`config.mk`:
```
export PLATFORM = sky130hd
export DESIGN_NAME = obb_queue
export DESIGN_NICKNAME = d
export VERILOG_FILES = /design/src/design/obb_pkg.sv /design/src/design/obb_queue.sv
export SDC_FILE = /design/constraint.sdc
export NUM_CORES = 1
export LEC_CHECK = 0
export BUFFER_PORTS_ARGS = -buffer_cell sky130_fd_sc_hd__buf_2
export CORE_ASPECT_RATIO = 0.9
export CORE_MARGIN = 5
export CORE_UTILIZATION = 50
export DETAILED_ROUTE_END_ITERATION = 7
export MAX_ROUTING_LAYER = met4
export PLACE_DENSITY = 0.68
export SETUP_SLACK_MARGIN = 0.1
export SLEW_MARGIN = 20
export SYNTH_ARGS = -nofsm -noshare
export SYNTH_HDL_FRONTEND = slang
export SYNTH_SLANG_ARGS = --single-unit
```
`constraint.sdc`:
```
create_clock -name clk_i -period 2.05 [get_ports clk_i]
set_input_delay 0.205 -clock clk_i [delete_from_list [all_inputs] [get_ports clk_i]]
set_output_delay 0.205 -clock clk_i [all_outputs]
set_load 0.01 [all_outputs]
```
`src/design/obb_pkg.sv`:
```
`default_nettype none
package obb_pkg;

  localparam int unsigned ComponentBitsDef = 16;
  localparam int unsigned SineEntriesDef   = 256;

  localparam int unsigned FieldBits = 48;
  localparam int unsigned AngleBits = 16;
  localparam int unsigned TrigBits  = 16;  // Q1.14 sine / cosine
  localparam int unsigned BasisBits = 18;  // Q1.14 basis entries, with headroom
  localparam int unsigned AxisBits  = 32;  // Q28 axis components
  localparam int unsigned FracBits  = 14;
  localparam int unsigned NumAxes   = 15;

  localparam int unsigned ThrBits  = 30;
  localparam int unsigned ThrShift = 28;
  localparam logic [ThrBits-1:0] ThrReset = 30'd268;

  localparam int unsigned QueueDepth = 8;

  // Q1.14 sine of a 16-bit binary angle, polynomial per quadrant
  function automatic logic signed [TrigBits-1:0] sine_u(input logic [AngleBits-1:0] u);
    logic [1:0]  q;
    logic [31:0] z;
    logic [31:0] z2;
    logic [31:0] i1;
    logic [31:0] i2;
    logic [31:0] s;
    q  = u[AngleBits-1 -: 2];
    z  = 32'(u[FracBits-1:0]);
    if (q[0]) begin
      z = 32'd16384 - z;
    end
    z2 = (z * z) >> FracBits;
    i1 = 32'd10512 - ((z2 * 32'd1160) >> FracBits);
    i2 = 32'd25736 - ((z2 * i1) >> FracBits);
    s  = (z * i2) >> FracBits;
    if (s > 32'd16384) begin
      s = 32'd16384;
    end
    return q[1] ? TrigBits'(32'd0 - s) : TrigBits'(s);
  endfunction

  // round half up, drop 14 fraction bits
  function automatic logic signed [63:0] rnd14(input logic signed [63:0] p);
    return (p + 64'sd8192) >>> FracBits;
  endfunction

endpackage
`default_nettype wire

```
`src/design/obb_queue.sv`:
```
`default_nettype none
module obb_queue #(
  parameter int unsigned Width = 1,
  parameter int unsigned Depth = obb_pkg::QueueDepth
) (
  input  logic             clk_i,
  input  logic             rst_ni,
  input  logic             push_i,
  input  logic [Width-1:0] data_i,
  input  logic             pop_i,
  output logic [Width-1:0] data_o,
  output logic             empty_o
);

  localparam int unsigned PtrBits = (Depth > 1) ? $clog2(Depth) : 1;
  localparam int unsigned CntBits = $clog2(Depth + 1);

  logic [Width-1:0]   mem_q [Depth];
  logic [PtrBits-1:0] wptr_q, rptr_q;
  logic [CntBits-1:0] cnt_q;

  function automatic logic [PtrBits-1:0] incr(input logic [PtrBits-1:0] p);
    return (p == PtrBits'(Depth - 1)) ? '0 : p + 1'b1;
  endfunction

  always_ff @(posedge clk_i or negedge rst_ni) begin
    if (!rst_ni) begin
      wptr_q <= '0;
      rptr_q <= '0;
      cnt_q  <= '0;
    end else begin
      if (push_i) begin
        wptr_q <= incr(wptr_q);
      end
      if (pop_i) begin
        rptr_q <= incr(rptr_q);
      end
      cnt_q <= cnt_q + CntBits'(push_i) - CntBits'(pop_i);
    end
  end

  always_ff @(posedge clk_i) begin
    if (push_i) begin
      mem_q[wptr_q] <= data_i;
    end
  end

  assign data_o  = mem_q[rptr_q];
  assign empty_o = (cnt_q == '0);

  a_no_overflow: assert property (@(posedge clk_i) disable iff (!rst_ni)
    !(push_i && !pop_i && cnt_q == CntBits'(Depth)))
    else $error("request written into a full queue");

  a_no_underflow: assert property (@(posedge clk_i) disable iff (!rst_ni)
    pop_i |-> !empty_o)
    else $error("request taken from an empty queue");

  a_cnt_range: assert property (@(posedge clk_i) disable iff (!rst_ni)
    cnt_q <= CntBits'(Depth))
    else $error("queue count beyond depth");

endmodule
`default_nettype wire

```
==> results.toml <==
[status]
status = "completed"

[drt]
drtPass1Iterations = 2
wl_per_cell_um = 11.8
drtIter0Drc = 1
ant_nets = 0
wl_um = 1230
drc = 0
vias_per_cell = 4.87
vias = 506

[floorplanning]
core_um2 = 1680
die_w_um = 54.4
die_h_um = 50.0
dieArea_um2 = 2720
start_util_pct = 52.8
num_rows = 14
ioPinCount = 7

[flow_run]
cap_violations = 0

[timing]
worst_pin_slew_ns = 0.238
tns_ns = 0
setup_viol = 0
skew_ns = 0.00524
slew_headroom_pct = 84.0
rsz0062_at_grt = "false"
period_share_pct = 85.9
drv_slew = 0
final.min_clock_period_ns = 1.76
fmax_mhz = 568
finalHoldViolations = 0

[critical_path]
r2r_end = "cnt_q[2]"
r2r_setup_slack_ns = 0.54
crit_chain = "mux4_1 -> nand2_1 -> nand2_1 -> buf_2"
crit_fanout = 5
critical_path.max_stage_delay_ns = 0.57
reg2reg_from = "cnt_q[0]"
slowest_stage = "mux4_1"
cp_data_arrival_time_ns = 1.56
path_common_cell = "nand2_1"
worstRegToRegCells = 6
cp-end-kind = "output port"
crit_type = "flip-flop to output port"
crit_path_start_kind = "flip-flop"
worstPathRequired_ns = 1.85

[cts]
cts-resized-gates = 0
cts_buffers = 3
htreeDepth = 1
insertion_delay_ns = 0.29
holdBufCountCts = 1
tritoncts = "done"
cts_setup_buffers = 0
cts.sinks = 18
clk_path_buf_depth = 2
cts_root_buffer = "clkbuf_4"
clkSlewWorstSetupHoldPaths_ns = 0.09

[grt]
grt_first_pass_wirelength_um = 2270
grtUsageTotal_pct = 12.1
grt_pass1_vias = 542
grt_max_degree = 11
antenna_found_initial = 0
grt_overflow = 0

[power]
ir_worst_vdd_mv = 0.834
powerDensity_nw_per_um2 = 1360
switching_power_mw = 0.463
power.total_mw = 1.35
p_sw_share_pct = 34.2
p_clk_share_pct = 15.8
internal-power_mw = 0.889
combPwrFrac_pct = 39.2
power_frac_seq_pct = 45.0
leakagePower_nw = 0.460

[synthesis]
synth.avg_cell_area_um2 = 12.9
yosys_warnings = 0
synth_area_um2 = 887
yosysUniqueCellTypes = 17
yosys_register_bits = 18
syn_inst = 69
yosysSeqAreaShare_pct = 55.3
syn-num-nets = 84

[layout]
antenna_cells = 0
drive_gt1_share_pct = 17.5
final_cells = 104
fin_util_pct = 59.1
syn_to_final_growth_pct = 12.0
nets = 96

[worst_hold_path]
hold_path.startpoint = "pop_i"
hp-class = "input port to flip-flop"
hold_depth = 2
min_to = "rptr_q[1]"

[placement]
placed_cells = 99
dp_hpwl_um = 949
place_congestion = 0.761
port_buffers = 6
-- cell families (layout without fill, tap and decap cells) --
logic type / after synthesis / count (layout) / share of synthesized area, %
DFF: 18 / 18 / 55.3
AOI/OAI and AO/OA: 4 / 4 / 2.54
adders and majority gates: 10 / 10 / 15.0
and+or+nand+nor: 21 / 21 / 10.9
muxes: 6 / 6 / 11.0
xor gates and xnor gates: 2 / 2 / 1.97
buffers and inverters: 8 / 19 / 3.39
-- worst max-delay path, delay by kind of cell, from the launching register on --
family	cells	cell delay [ns]
flip-flops	1	0.45
buffers and inverters	1	0.13
AND/OR/NAND/NOR	2	0.12
multiplexers	1	0.57
-- how the worst max path moves through the flow --
| stage | start | endpoint | slack [ns] |
|---|---|---|---|
| final | rptr_q[0] | data_o | 0.29 |
| after global routing | rptr_q[0] | data_o | 0.22 |
| after CTS | rptr_q[0] | data_o | 0.27 |
| after detailed placement | pop_i | cnt_q[2] | 0.55 |
| after global placement | pop_i | cnt_q[2] | 0.57 |
| after floorplan | cnt_q[0] | cnt_q[2] | 0.61 |
-- layout make-up --
class / count / area [µm²]
flip-flops and latches: 18 / 490
multi-input cells: 43 / 367
well taps: 24 / 30.0
clock buffers: 4 / 36.3
fillers: 154 / 688
repair buffers: 7 / 40.0
inverters: 8 / 30.0
-- synthesized netlist by cell type (all sizes together) --
library cell,n,share of area [%]
dfrtp,10,28
ha,9,13
edfxtp,8,27
inv,8,3.4
nor2,8,3.4
nand2,6,2.5
mux2,4,5.1
mux4,2,5.9
nand2b,2,1.4
nand3b,2,1.7
nor3,2,1.1
o21ai,2,1.1
xor2,2,2.0
a21o,1,0.85
a21oi,1,0.56
and3,1,0.71
fa,1,2.3
-- cell usage in the layout (no fill, tap or decap), drive strengths merged --
cell and n:
a21o 1, edfxtp 8, ha 9, clkbuf 4
fa 1, nor3 2, o21ai 2, nor2 8
buf 6, mux4 2, and3 1, inv 8
mux2 4, xor2 2, nand3b 2, nand2 6
dfrtp 10, a21oi 1, nand2b 2, dlygate4sd3 1
-- power groups by stage --
stage | clock network [mW] | registers (mW) | logic, mW
3_5_place_dp | 0 | 0.618 | 0.538
2_1_floorplan | 0 | 0.589 | 0.425
5_1_grt | 0.239 | 0.627 | 0.627
3_3_place_gp | 0 | 0.613 | 0.509
6_report | 0.214 | 0.608 | 0.530
4_1_cts | 0.223 | 0.610 | 0.544
-- metal layers --
| layer | track usage [%] | vias to the layer above | wire length (µm) |
|---|---|---|---|
| li1 | - | 261 | - |
| met1 | 14.4 | 232 | 578 |
| met2 | 17.5 | 8 | 573 |
| met3 | 6.33 | 5 | 64 |
| met4 | 3.73 | 0 | 14 |
| met5 | - | - | 0 |
-- registers in the layout, summed over array words and instances, names as in the netlist --
signal,cells
wptr_q,3
mem_q,8
cnt_q,4
rptr_q,3
-- per-stage QoR --
| step | setup WS (ns) | area, µm² | hold slack [ns] |
|---|---|---|---|
| 2_1_floorplan | 0.606 | 887 | -0.0906 |
| 3_3_place_gp | 0.573 | 947 | 0.0805 |
| 3_5_place_dp | 0.553 | 947 | 0.0768 |
| 4_1_cts | 0.265 | 993 | 0.158 |
| 5_1_grt | 0.221 | 993 | 0.176 |
| 6_report | 0.289 | 993 | 0.167 |
No activity file was read; power rests on OpenSTA's default activity.
